<file path="src/rtl/three_class_dedup_bucket_sort_unit_assert.svh">
// assertion macros for the bucket sort unit
// no dependencies; define ASSERT_OFF to drop all checks
`ifndef THREE_CLASS_DEDUP_BUCKET_SORT_UNIT_ASSERT_SVH
`define THREE_CLASS_DEDUP_BUCKET_SORT_UNIT_ASSERT_SVH

`ifndef ASSERT_OFF

`define TCDBS_ASSERT(lbl, clk, rst, prop) \
   lbl: assert property (@(posedge clk) disable iff (rst) prop) else $error("check failed");

`define TCDBS_ASSERT_ALWAYS(lbl, clk, prop) \
   lbl: assert property (@(posedge clk) prop) else $error("check failed");

`else

`define TCDBS_ASSERT(lbl, clk, rst, prop)

`define TCDBS_ASSERT_ALWAYS(lbl, clk, prop)

`endif

`endif

</file>
<file path="src/rtl/tcdbs_pkg.sv">
// shared types, sizes and codes for the bucket sort unit
// no dependencies
package tcdbs_pkg;

   localparam int CAPACITY = 32;
   localparam int CNT_W    = $clog2(CAPACITY + 1);
   localparam int IDX_W    = (CAPACITY > 1) ? $clog2(CAPACITY) : 1;
   localparam int ID_W     = 32;
   localparam int CLS_W    = 2;
   localparam int BATCH_W  = 6;
   localparam int DATA_W   = 32;
   localparam int ADDR_W   = 3;

   localparam logic [CLS_W-1:0] CLS_CRITICAL = 2'd0;
   localparam logic [CLS_W-1:0] CLS_SERIOUS  = 2'd1;
   localparam logic [CLS_W-1:0] CLS_STABLE   = 2'd2;
   localparam logic [CLS_W-1:0] CLS_INVALID  = 2'd3;

   localparam logic REG_BATCH_SIZE = 1'b0;

   typedef enum logic [1:0] {
      KIND_ACCEPT  = 2'd0,
      KIND_DUP     = 2'd1,
      KIND_INVALID = 2'd2,
      KIND_LIST    = 2'd3
   } kind_type;

   typedef struct packed {
      logic signed [ID_W-1:0] id;
      logic [CLS_W-1:0]       cls;
   } entry_type;

   localparam int ENTRY_W = $bits(entry_type);

   typedef struct packed {
      logic             we;
      logic [IDX_W-1:0] waddr;
      entry_type        wdata;
      logic             re;
      logic [IDX_W-1:0] raddr;
   } mem_req_type;

endpackage

</file>
<file path="src/rtl/tcdbs_if.sv">
// word channels of the bucket sort unit: entry in, status or listing out
// depends on tcdbs_pkg
interface tcdbs_req_if;
   import tcdbs_pkg::*;

   logic                   valid;
   logic                   ready;
   logic signed [ID_W-1:0] patient_id;
   logic [CLS_W-1:0]       severity;

   modport source (output valid, output patient_id, output severity, input ready);
   modport sink (input valid, input patient_id, input severity, output ready);
endinterface

interface tcdbs_rsp_if;
   import tcdbs_pkg::*;

   logic                   valid;
   logic                   ready;
   logic [1:0]             kind;
   logic signed [ID_W-1:0] out_id;
   logic [CLS_W-1:0]       out_class;
   logic                   last;

   modport source (output valid, output kind, output out_id, output out_class,
                   output last, input ready);
   modport sink (input valid, input kind, input out_id, input out_class,
                 input last, output ready);
endinterface

</file>
<file path="src/rtl/three_class_dedup_bucket_sort_unit.sv">
// three-class bucket sort with duplicate rejection, top level
// status word: for an invalid class the take goes straight to the status state; otherwise a scan
// reads the n stored entries and appends the new one (a duplicate at entry k ends the scan first)
// listing: up to 3 class passes over the stored entries (critical, serious, stable), each in storage order
// next entry is taken once the last word of the previous one is in the output register
// synchronous active-high reset empties the store and sets batch size to 1; no clearing pass
module three_class_dedup_bucket_sort_unit (
   input  logic                          clock,
   input  logic                          reset,
   tcdbs_req_if.sink                     req_port,
   tcdbs_rsp_if.source                   rsp_port,
   input  logic                          psel,
   input  logic                          penable,
   input  logic                          pwrite,
   input  logic [tcdbs_pkg::ADDR_W-1:0]  paddr,
   input  logic [tcdbs_pkg::DATA_W-1:0]  pwdata,
   output logic [tcdbs_pkg::DATA_W-1:0]  prdata,
   output logic                          pready
);
   import tcdbs_pkg::*;

   logic [BATCH_W-1:0] batch_size;
   mem_req_type        mem_req;
   entry_type          mem_rdata;
   logic [ENTRY_W-1:0] ram_rdata;

   tcdbs_csr u_csr (
      .clock      (clock),
      .reset      (reset),
      .psel       (psel),
      .penable    (penable),
      .pwrite     (pwrite),
      .paddr      (paddr),
      .pwdata     (pwdata),
      .prdata     (prdata),
      .pready     (pready),
      .batch_size (batch_size)
   );

   tcdbs_ram #(
      .DEPTH (CAPACITY),
      .WIDTH (ENTRY_W)
   ) u_ram (
      .clock (clock),
      .we    (mem_req.we),
      .waddr (mem_req.waddr),
      .wdata (mem_req.wdata),
      .re    (mem_req.re),
      .raddr (mem_req.raddr),
      .rdata (ram_rdata)
   );

   assign mem_rdata = entry_type'(ram_rdata);

   tcdbs_ctrl u_ctrl (
      .clock      (clock),
      .reset      (reset),
      .batch_size (batch_size),
      .req_port   (req_port),
      .rsp_port   (rsp_port),
      .mem_req    (mem_req),
      .mem_rdata  (mem_rdata)
   );

endmodule

</file>
<file path="src/rtl/tcdbs_ram.sv">
// simple dual-port synchronous ram, registered read data with read enable
// no dependencies
module tcdbs_ram #(
   parameter int DEPTH = 32,
   parameter int WIDTH = 34
) (
   input  logic                                    clock,
   input  logic                                    we,
   input  logic [(DEPTH > 1 ? $clog2(DEPTH) : 1)-1:0] waddr,
   input  logic [WIDTH-1:0]                        wdata,
   input  logic                                    re,
   input  logic [(DEPTH > 1 ? $clog2(DEPTH) : 1)-1:0] raddr,
   output logic [WIDTH-1:0]                        rdata
);

   logic [WIDTH-1:0] mem [DEPTH];
   logic [WIDTH-1:0] rdata_ff;

   always_ff @(posedge clock) begin
      if (we) begin
         mem[waddr] <= wdata;
      end
      if (re) begin
         rdata_ff <= mem[raddr];
      end
   end

   assign rdata = rdata_ff;

endmodule

</file>
<file path="src/rtl/tcdbs_csr.sv">
// apb-style register file: batch size register
// depends on tcdbs_pkg
module tcdbs_csr (
   input  logic                           clock,
   input  logic                           reset,
   input  logic                           psel,
   input  logic                           penable,
   input  logic                           pwrite,
   input  logic [tcdbs_pkg::ADDR_W-1:0]   paddr,
   input  logic [tcdbs_pkg::DATA_W-1:0]   pwdata,
   output logic [tcdbs_pkg::DATA_W-1:0]   prdata,
   output logic                           pready,
   output logic [tcdbs_pkg::BATCH_W-1:0]  batch_size
);
   import tcdbs_pkg::*;

   logic [BATCH_W-1:0] batch_ff;
   logic [BATCH_W-1:0] batch_in;
   logic               hit;

   assign hit = (paddr[ADDR_W-1] == REG_BATCH_SIZE);

   always_comb begin
      batch_in = batch_ff;
      if (psel && penable && pwrite && hit) begin
         batch_in = pwdata[BATCH_W-1:0];
      end
   end

   always_ff @(posedge clock) begin
      if (reset) begin
         batch_ff <= BATCH_W'(1);
      end else begin
         batch_ff <= batch_in;
      end
   end

   assign prdata     = hit ? DATA_W'(batch_ff) : '0;
   assign pready     = 1'b1;
   assign batch_size = batch_ff;

endmodule

</file>
<file path="src/rtl/tcdbs_ctrl.sv">
// sequencer: duplicate scan, append and class-ordered listing over the entry ram
// depends on tcdbs_pkg, tcdbs_if and the assertion macro header
`include "three_class_dedup_bucket_sort_unit_assert.svh"

module tcdbs_ctrl (
   input  logic                          clock,
   input  logic                          reset,
   input  logic [tcdbs_pkg::BATCH_W-1:0] batch_size,
   tcdbs_req_if.sink                     req_port,
   tcdbs_rsp_if.source                   rsp_port,
   output tcdbs_pkg::mem_req_type        mem_req,
   input  tcdbs_pkg::entry_type          mem_rdata
);
   import tcdbs_pkg::*;

   typedef enum logic [1:0] {
      ST_IDLE,
      ST_SCAN,
      ST_STATUS,
      ST_LIST
   } state_type;

   state_type              state_ff, state_in;
   logic signed [ID_W-1:0] id_ff, id_in;
   logic [CLS_W-1:0]       cls_ff, cls_in;
   logic [CNT_W-1:0]       count_ff, count_in;
   logic [CNT_W-1:0]       idx_ff, idx_in;
   logic [CNT_W-1:0]       emitted_ff, emitted_in;
   logic                   pend_ff, pend_in;
   logic [CLS_W-1:0]       pass_ff, pass_in;
   logic                   list_ff, list_in;
   kind_type               status_kind_ff, status_kind_in;
   logic                   status_last_ff, status_last_in;
   logic                   rsp_valid_ff, rsp_valid_in;
   kind_type               rsp_kind_ff, rsp_kind_in;
   logic signed [ID_W-1:0] rsp_id_ff, rsp_id_in;
   logic [CLS_W-1:0]       rsp_cls_ff, rsp_cls_in;
   logic                   rsp_last_ff, rsp_last_in;

   logic                   out_free;
   logic [CNT_W-1:0]       count_new;
   logic [CNT_W-1:0]       eff_batch;
   logic                   list_now;
   logic                   last_now;

   // batch size zero acts as one, above capacity saturates
   always_comb begin
      if (batch_size == '0) begin
         eff_batch = CNT_W'(1);
      end else if (BATCH_W'(batch_size) > BATCH_W'(CAPACITY)) begin
         eff_batch = CNT_W'(CAPACITY);
      end else begin
         eff_batch = CNT_W'(batch_size);
      end
   end

   assign out_free  = !rsp_valid_ff || rsp_port.ready;
   assign count_new = count_ff + CNT_W'(1);
   assign list_now  = (count_new >= eff_batch);
   assign last_now  = ((emitted_ff + CNT_W'(1)) == count_ff);

   always_comb begin
      state_in       = state_ff;
      id_in          = id_ff;
      cls_in         = cls_ff;
      count_in       = count_ff;
      idx_in         = idx_ff;
      emitted_in     = emitted_ff;
      pend_in        = pend_ff;
      pass_in        = pass_ff;
      list_in        = list_ff;
      status_kind_in = status_kind_ff;
      status_last_in = status_last_ff;
      rsp_valid_in   = rsp_valid_ff;
      rsp_kind_in    = rsp_kind_ff;
      rsp_id_in      = rsp_id_ff;
      rsp_cls_in     = rsp_cls_ff;
      rsp_last_in    = rsp_last_ff;

      mem_req           = '0;
      mem_req.waddr     = count_ff[IDX_W-1:0];
      mem_req.wdata.id  = id_ff;
      mem_req.wdata.cls = cls_ff;
      mem_req.raddr     = idx_ff[IDX_W-1:0];

      if (rsp_valid_ff && rsp_port.ready) begin
         rsp_valid_in = 1'b0;
      end

      unique case (state_ff)
         ST_IDLE: begin
            if (req_port.valid) begin
               id_in   = req_port.patient_id;
               cls_in  = req_port.severity;
               idx_in  = '0;
               pend_in = 1'b0;
               if (req_port.severity == CLS_INVALID) begin
                  status_kind_in = KIND_INVALID;
                  status_last_in = 1'b1;
                  list_in        = 1'b0;
                  state_in       = ST_STATUS;
               end else begin
                  state_in = ST_SCAN;
               end
            end
         end
         ST_SCAN: begin
            pend_in = 1'b0;
            if (idx_ff < count_ff) begin
               mem_req.re = 1'b1;
               idx_in     = idx_ff + CNT_W'(1);
               pend_in    = 1'b1;
            end
            if (pend_ff && (mem_rdata.id == id_ff)) begin
               mem_req.re     = 1'b0;
               pend_in        = 1'b0;
               status_kind_in = KIND_DUP;
               status_last_in = 1'b1;
               list_in        = 1'b0;
               state_in       = ST_STATUS;
            end else if (!pend_ff && (idx_ff == count_ff)) begin
               mem_req.we     = 1'b1;
               count_in       = count_new;
               status_kind_in = KIND_ACCEPT;
               status_last_in = !list_now;
               list_in        = list_now;
               state_in       = ST_STATUS;
            end
         end
         ST_STATUS: begin
            if (out_free) begin
               rsp_valid_in = 1'b1;
               rsp_kind_in  = status_kind_ff;
               rsp_id_in    = id_ff;
               rsp_cls_in   = cls_ff;
               rsp_last_in  = status_last_ff;
               if (list_ff) begin
                  pass_in    = CLS_CRITICAL;
                  idx_in     = '0;
                  pend_in    = 1'b0;
                  emitted_in = '0;
                  state_in   = ST_LIST;
               end else begin
                  state_in = ST_IDLE;
               end
            end
         end
         ST_LIST: begin
            if (!pend_ff) begin
               if (idx_ff == count_ff) begin
                  pass_in = pass_ff + CLS_W'(1);
                  idx_in  = '0;
               end else begin
                  mem_req.re = 1'b1;
                  idx_in     = idx_ff + CNT_W'(1);
                  pend_in    = 1'b1;
               end
            end else if (mem_rdata.cls != pass_ff) begin
               pend_in = 1'b0;
            end else if (out_free) begin
               rsp_valid_in = 1'b1;
               rsp_kind_in  = KIND_LIST;
               rsp_id_in    = mem_rdata.id;
               rsp_cls_in   = mem_rdata.cls;
               rsp_last_in  = last_now;
               emitted_in   = emitted_ff + CNT_W'(1);
               pend_in      = 1'b0;
               if (last_now) begin
                  count_in = '0;
                  state_in = ST_IDLE;
               end
            end
         end
         default: begin
            state_in = ST_IDLE;
         end
      endcase
   end

   always_ff @(posedge clock) begin
      if (reset) begin
         state_ff     <= ST_IDLE;
         count_ff     <= '0;
         pend_ff      <= 1'b0;
         rsp_valid_ff <= 1'b0;
      end else begin
         state_ff     <= state_in;
         count_ff     <= count_in;
         pend_ff      <= pend_in;
         rsp_valid_ff <= rsp_valid_in;
      end
      id_ff          <= id_in;
      cls_ff         <= cls_in;
      idx_ff         <= idx_in;
      emitted_ff     <= emitted_in;
      pass_ff        <= pass_in;
      list_ff        <= list_in;
      status_kind_ff <= status_kind_in;
      status_last_ff <= status_last_in;
      rsp_kind_ff    <= rsp_kind_in;
      rsp_id_ff      <= rsp_id_in;
      rsp_cls_ff     <= rsp_cls_in;
      rsp_last_ff    <= rsp_last_in;
   end

   assign req_port.ready     = (state_ff == ST_IDLE);
   assign rsp_port.valid     = rsp_valid_ff;
   assign rsp_port.kind      = rsp_kind_ff;
   assign rsp_port.out_id    = rsp_id_ff;
   assign rsp_port.out_class = rsp_cls_ff;
   assign rsp_port.last      = rsp_last_ff;

   `TCDBS_ASSERT(a_count_below_cap, clock, reset, (state_ff == ST_IDLE) |-> (count_ff < CNT_W'(CAPACITY)))
   `TCDBS_ASSERT(a_no_write_during_read, clock, reset, mem_req.we |-> (!pend_ff && !mem_req.re))
   `TCDBS_ASSERT(a_list_bounded, clock, reset, (state_ff == ST_LIST) |-> (emitted_ff < count_ff))
   `TCDBS_ASSERT(a_take_leaves_idle, clock, reset, (req_port.valid && req_port.ready) |=> (state_ff != ST_IDLE))
   `TCDBS_ASSERT_ALWAYS(a_reset_clears_out, clock, $past(reset) |-> !rsp_valid_ff)

endmodule
</file>
<file path="src/flat_wrapper.sv">
// flat-port wrapper written by rule: the top's interface ports become plain ports
module three_class_dedup_bucket_sort_unit_flat import tcdbs_pkg::*;
  (clock, reset, psel, penable, pwrite, paddr, pwdata, prdata, pready, req_port_valid, req_port_patient_id, req_port_severity, req_port_ready, rsp_port_valid, rsp_port_kind, rsp_port_out_id, rsp_port_out_class, rsp_port_last, rsp_port_ready);
  tcdbs_req_if req_port_i ();
  tcdbs_rsp_if rsp_port_i ();
  input  logic clock;
  input  logic reset;
  input  logic psel;
  input  logic penable;
  input  logic pwrite;
  input  logic [tcdbs_pkg::ADDR_W-1:0] paddr;
  input  logic [tcdbs_pkg::DATA_W-1:0] pwdata;
  output logic [tcdbs_pkg::DATA_W-1:0] prdata;
  output logic pready;
  input wire logic [$bits(req_port_i.valid)-1:0] req_port_valid;
  input wire logic [$bits(req_port_i.patient_id)-1:0] req_port_patient_id;
  input wire logic [$bits(req_port_i.severity)-1:0] req_port_severity;
  output wire logic [$bits(req_port_i.ready)-1:0] req_port_ready;
  output wire logic [$bits(rsp_port_i.valid)-1:0] rsp_port_valid;
  output wire logic [$bits(rsp_port_i.kind)-1:0] rsp_port_kind;
  output wire logic [$bits(rsp_port_i.out_id)-1:0] rsp_port_out_id;
  output wire logic [$bits(rsp_port_i.out_class)-1:0] rsp_port_out_class;
  output wire logic [$bits(rsp_port_i.last)-1:0] rsp_port_last;
  input wire logic [$bits(rsp_port_i.ready)-1:0] rsp_port_ready;
  assign req_port_i.valid = req_port_valid;
  assign req_port_i.patient_id = req_port_patient_id;
  assign req_port_i.severity = req_port_severity;
  assign req_port_ready = req_port_i.ready;
  assign rsp_port_valid = rsp_port_i.valid;
  assign rsp_port_kind = rsp_port_i.kind;
  assign rsp_port_out_id = rsp_port_i.out_id;
  assign rsp_port_out_class = rsp_port_i.out_class;
  assign rsp_port_last = rsp_port_i.last;
  assign rsp_port_i.ready = rsp_port_ready;
  three_class_dedup_bucket_sort_unit u_core (.clock(clock), .reset(reset), .req_port(req_port_i), .rsp_port(rsp_port_i), .psel(psel), .penable(penable), .pwrite(pwrite), .paddr(paddr), .pwdata(pwdata), .prdata(prdata), .pready(pready));
endmodule
</file>
<file path="config.mk">
export PLATFORM = sky130hd
export DESIGN_NAME = three_class_dedup_bucket_sort_unit_flat
export DESIGN_NICKNAME = d
export VERILOG_FILES = /design/src/rtl/tcdbs_pkg.sv /design/src/rtl/tcdbs_if.sv /design/src/rtl/three_class_dedup_bucket_sort_unit.sv /design/src/rtl/tcdbs_ram.sv /design/src/rtl/tcdbs_csr.sv /design/src/rtl/tcdbs_ctrl.sv /design/src/flat_wrapper.sv
export VERILOG_INCLUDE_DIRS = /design/src /design/src/rtl
export SDC_FILE = /design/constraint.sdc
export NUM_CORES = 1
export LEC_CHECK = 0
export BUFFER_PORTS_ARGS = -buffer_cell sky130_fd_sc_hd__clkbuf_2
export CAP_MARGIN = 0
export CORE_MARGIN = 5
export CORE_UTILIZATION = 39
export DETAILED_ROUTE_END_ITERATION = 16
export PLACE_DENSITY_LB_ADDON = 0.1
export RECOVER_POWER = 25
export SLEW_MARGIN = 20
export SYNTH_ARGS = -nofsm -noshare
export SYNTH_HDL_FRONTEND = slang
export SYNTH_SLANG_ARGS = --single-unit
</file>
<file path="constraint.sdc">
create_clock -name clock -period 4.69 [get_ports clock]
set_clock_uncertainty 0.2 [all_clocks]
set_input_delay 0.7035 -clock clock [delete_from_list [all_inputs] [get_ports clock]]
set_output_delay 0.7035 -clock clock [all_outputs]
set_load 0.01 [all_outputs]
</file>
==> key figures <==
Clock network
  • Max Buffers Root-to-Sink: 3
  • Num CTS Buffers: 136
  • Later-pin clock latency in the skew report: 0.73 ns
  • Clock transition at the registers of the reported paths: 0.06 ns
  • Clk sinks: 1227
  • H-tree depth: 4
  • CTS tree: done
  • Root Buffer: clkbuf_16

Yosys
  • EDFF count, synth: 1211
  • Synth Cell Area: 48300 um^2
  • Async SR Flop Fraction: 0
  • Seq/Total Area, Yosys: 0.760
  • Synth cell types: 60
  • Mapped Cells: 2486
  • Syn Area/Cell: 19.4 um^2
  • Yosys warnings: 0
  • #FFs+latches synth: 1227
  • Synth Flop Type: edfxtp_1

Finish
  • FF/Latch Area: 36700 um^2
  • Area Growth Syn to Fin: 15.6%
  • Multi-input logic area: 11000 um^2
  • # diodes: 0
  • Filler cells: 10600
  • Commonest non-fill, non-tap cell in the layout: edfxtp_1
  • Final Util: 0.453
  • Layout cell share with drive strength beyond 1: 0.234
  • Commonest cells after routing, fill and taps aside: edfxtp_1 (1211), mux2i_1 (190), mux4_2 (170)
  • Nets: 2827

Die
  • Starting Density: 0.392
  • Die Y: 362 um
  • Core Region: 123000 um^2
  • FP Rows: 129
  • I/O pin cnt: 148
  • DIE AREA: 131000 um^2
  • DIE WIDTH: 362 um

Hold path
  • Hold Path Class: primary input to register
  • Hold path cells: 3

Route
  • Antenna-violating nets left: 0
  • Detailed-route DRC error count: 0
  • DR iter-0 viols: 2420
  • Number of vias per cell: 5.55
  • Wire per inst: 30.5 um
  • Pre-antenna DRT Iters: 8
  • DR vias: 24800
  • Final WL: 137000 um

Place
  • RePlAce Congestion: 0.836
  • Post-DP HPWL: 72600 um
  • Port bufs: 92

Global routing
  • M2 GR Usage: 0.322
  • Total global-route track usage: 0.205
  • GRT overflow: 0
  • GR peak layer: met2
  • First-pass GRT wire length: 191000 um
  • Initial antenna violation count: 4
  • Largest net degree at the start of global routing: 140
  • Met3 usage: 0.0412
  • Vias in the first global route: 25300
  • Met1 Use GR: 0.296

STA
  • Final slew viol count: 244
  • Period utilisation layout: 0.864
  • Final Hold Fails: 0
  • Slew Limit Headroom: -0.201
  • RSZ-0062 raised after global routing: false
  • Slew @ Worst Pin: 1.80 ns
  • Setup TNS: 0 ns
  • Final setup viols: 0
  • Max Clock Freq: 247 MHz
  • Tmin final: 4.05 ns
  • Hold WS: 0.0496 ns

Worst setup path
  • FF-to-FF path depth: 7
  • WP data arrival: 4.23 ns
  • Startpoint types: register
  • Crit end category: register
  • Critical path's largest stage delay: 1.10 ns
  • Req. time, crit path: 4.87 ns
  • Worst path cell trace: clkbuf_1, xnor2_1, o221ai_1, nor4_1, nand4_1, a31o_1, nor3_1
  • Max FO, Critical Path: 34
  • Crit path kind: register to register
  • CP max stage cell: clkbuf_1

Power and ir drop
  • Total Power: 30.8 mW
  • Max VDD drop: 0.499 mV
  • P_leak: 17.8 nW
  • P per Cell Area: 552 nW/um^2

Outcome
  • Status: finished with violations
  • Violated checks: capacitance limit, slew limit

Flow run
  • Maximum Capacitance Violations: 7
==> per-layer routing <==
layer / vias to the layer above / share of wire
li1: 10600 / -
met1: 13300 / 0.45
met2: 795 / 0.46
met3: 170 / 0.062
met4: 0 / 0.022
met5: - / 0
==> path summary, 6_finish.rpt <==
check	startpoint	slack (ns)	to
max reg2reg	u_core.u_ctrl.id_ff[12]	0.64	u_core.u_ctrl.list_ff
min reg2reg	u_core.u_csr.batch_size[0]	0.30	u_core.u_csr.batch_size[0]
min	pwdata[3]	0.05	u_core.u_csr.batch_size[3]
max	u_core.u_ctrl.id_ff[12]	0.64	u_core.u_ctrl.list_ff
==> state kept, by name, indices dropped and copies added (netlist names), 2 cells and up <==
register	cells
u_core.u_ctrl.rsp_port.kind	2
u_core.u_ctrl.pass_ff	2
u_core.u_ram.rdata	34
u_core.u_ctrl.state_ff	2
u_core.u_ctrl.idx_ff	6
u_core.u_ctrl.rsp_port.out_class	2
u_core.u_ram.mem	1088
u_core.u_ctrl.status_kind_ff	2
u_core.u_ctrl.emitted_ff	6
u_core.u_csr.batch_size	6
u_core.u_ctrl.id_ff	32
u_core.u_ctrl.cls_ff	2
u_core.u_ctrl.rsp_port.out_id	32
u_core.u_ctrl.count_ff	6
==> cells in the mapped netlist, types with 6 or more instances <==
library cell,n,area (um^2)
nand2b_1,7,43.8
nor2b_1,42,263
ha_1,18,225
inv_1,19,71.3
o311ai_0,12,105
mux2i_1,190,1900
o221ai_1,107,937
nor3_1,10,50.1
mux2_2,82,923
nand4_1,7,43.8
mux4_2,170,3830
a21oi_1,50,250
nand2_1,110,413
xor2_1,14,123
o21ai_1,34,170
buf_1,17,63.8
buf_2,32,160
edfxtp_1,1211,36400
xnor2_1,34,298
clkbuf_1,53,199
nor2_1,72,270
a21o_1,6,45.0
nand3_1,12,60.1
buf_6,14,158
o21ai_0,48,240
buf_4,41,308
dfxtp_1,16,320
o22ai_1,16,100
==> report_power, final <==
part	internal, mW	leakage, nW	total, mW	switching, mW
combinational	3.04	4.73	7.69	4.64
clock	5.64	1.99	9.85	4.21
sequential	12.9	11.1	13.3	0.332
==> cells by family (layout without fill, tap and decap cells) <==
kind of cell             Yosys count  count (layout)  synth area share
AO/OA/AOI/OAI                    290             290            0.0416
XOR/XNOR                          49              49           0.00917
adder cells (fa/ha/maj)           18              18           0.00466
buffers and inverters            179             506            0.0205
flip-flops                      1227            1227             0.760
multiplexers                     443             443             0.138
other                              2              27          0.000155
AND/OR/NAND/NOR                  278             278            0.0264
==> through the flow <==
step	setup slack, ns	area, um^2	cells
final	0.639	55800	4475
after floorplan	0.146	48400	2511
after global placement	0.712	51400	4191
after detailed placement	0.656	51400	4193
after CTS	0.653	55800	4468
after global routing	0.382	55800	4475
==> worst max-delay path, delay by kind of cell, from the launching register on <==
| family | cells | cell delay [ns] |
|---|---|---|
| AND/OR/NAND/NOR | 3 | 1.20 |
| buffers and inverters | 1 | 1.10 |
| AO/OA/AOI/OAI | 2 | 0.53 |
| flip-flops | 1 | 0.33 |
| XOR/XNOR | 1 | 0.30 |
==> repair_timing <==
item	CTS	global route
setup buffers	0	0
gates resized for setup	0	0
hold buffers	32	1
hold endpoints to repair	32	1
==> final cells by class <==
type / instances / share of cell area
clock buffer: 177 / 0.0652
clock inverter: 66 / 0.00764
inverter: 19 / 0.00128
multi-input combinational: 1105 / 0.197
sequential: 1227 / 0.657
tap: 1637 / 0.0367
timing repair buffer: 244 / 0.0348
No activity file was read; power rests on OpenSTA's default activity.
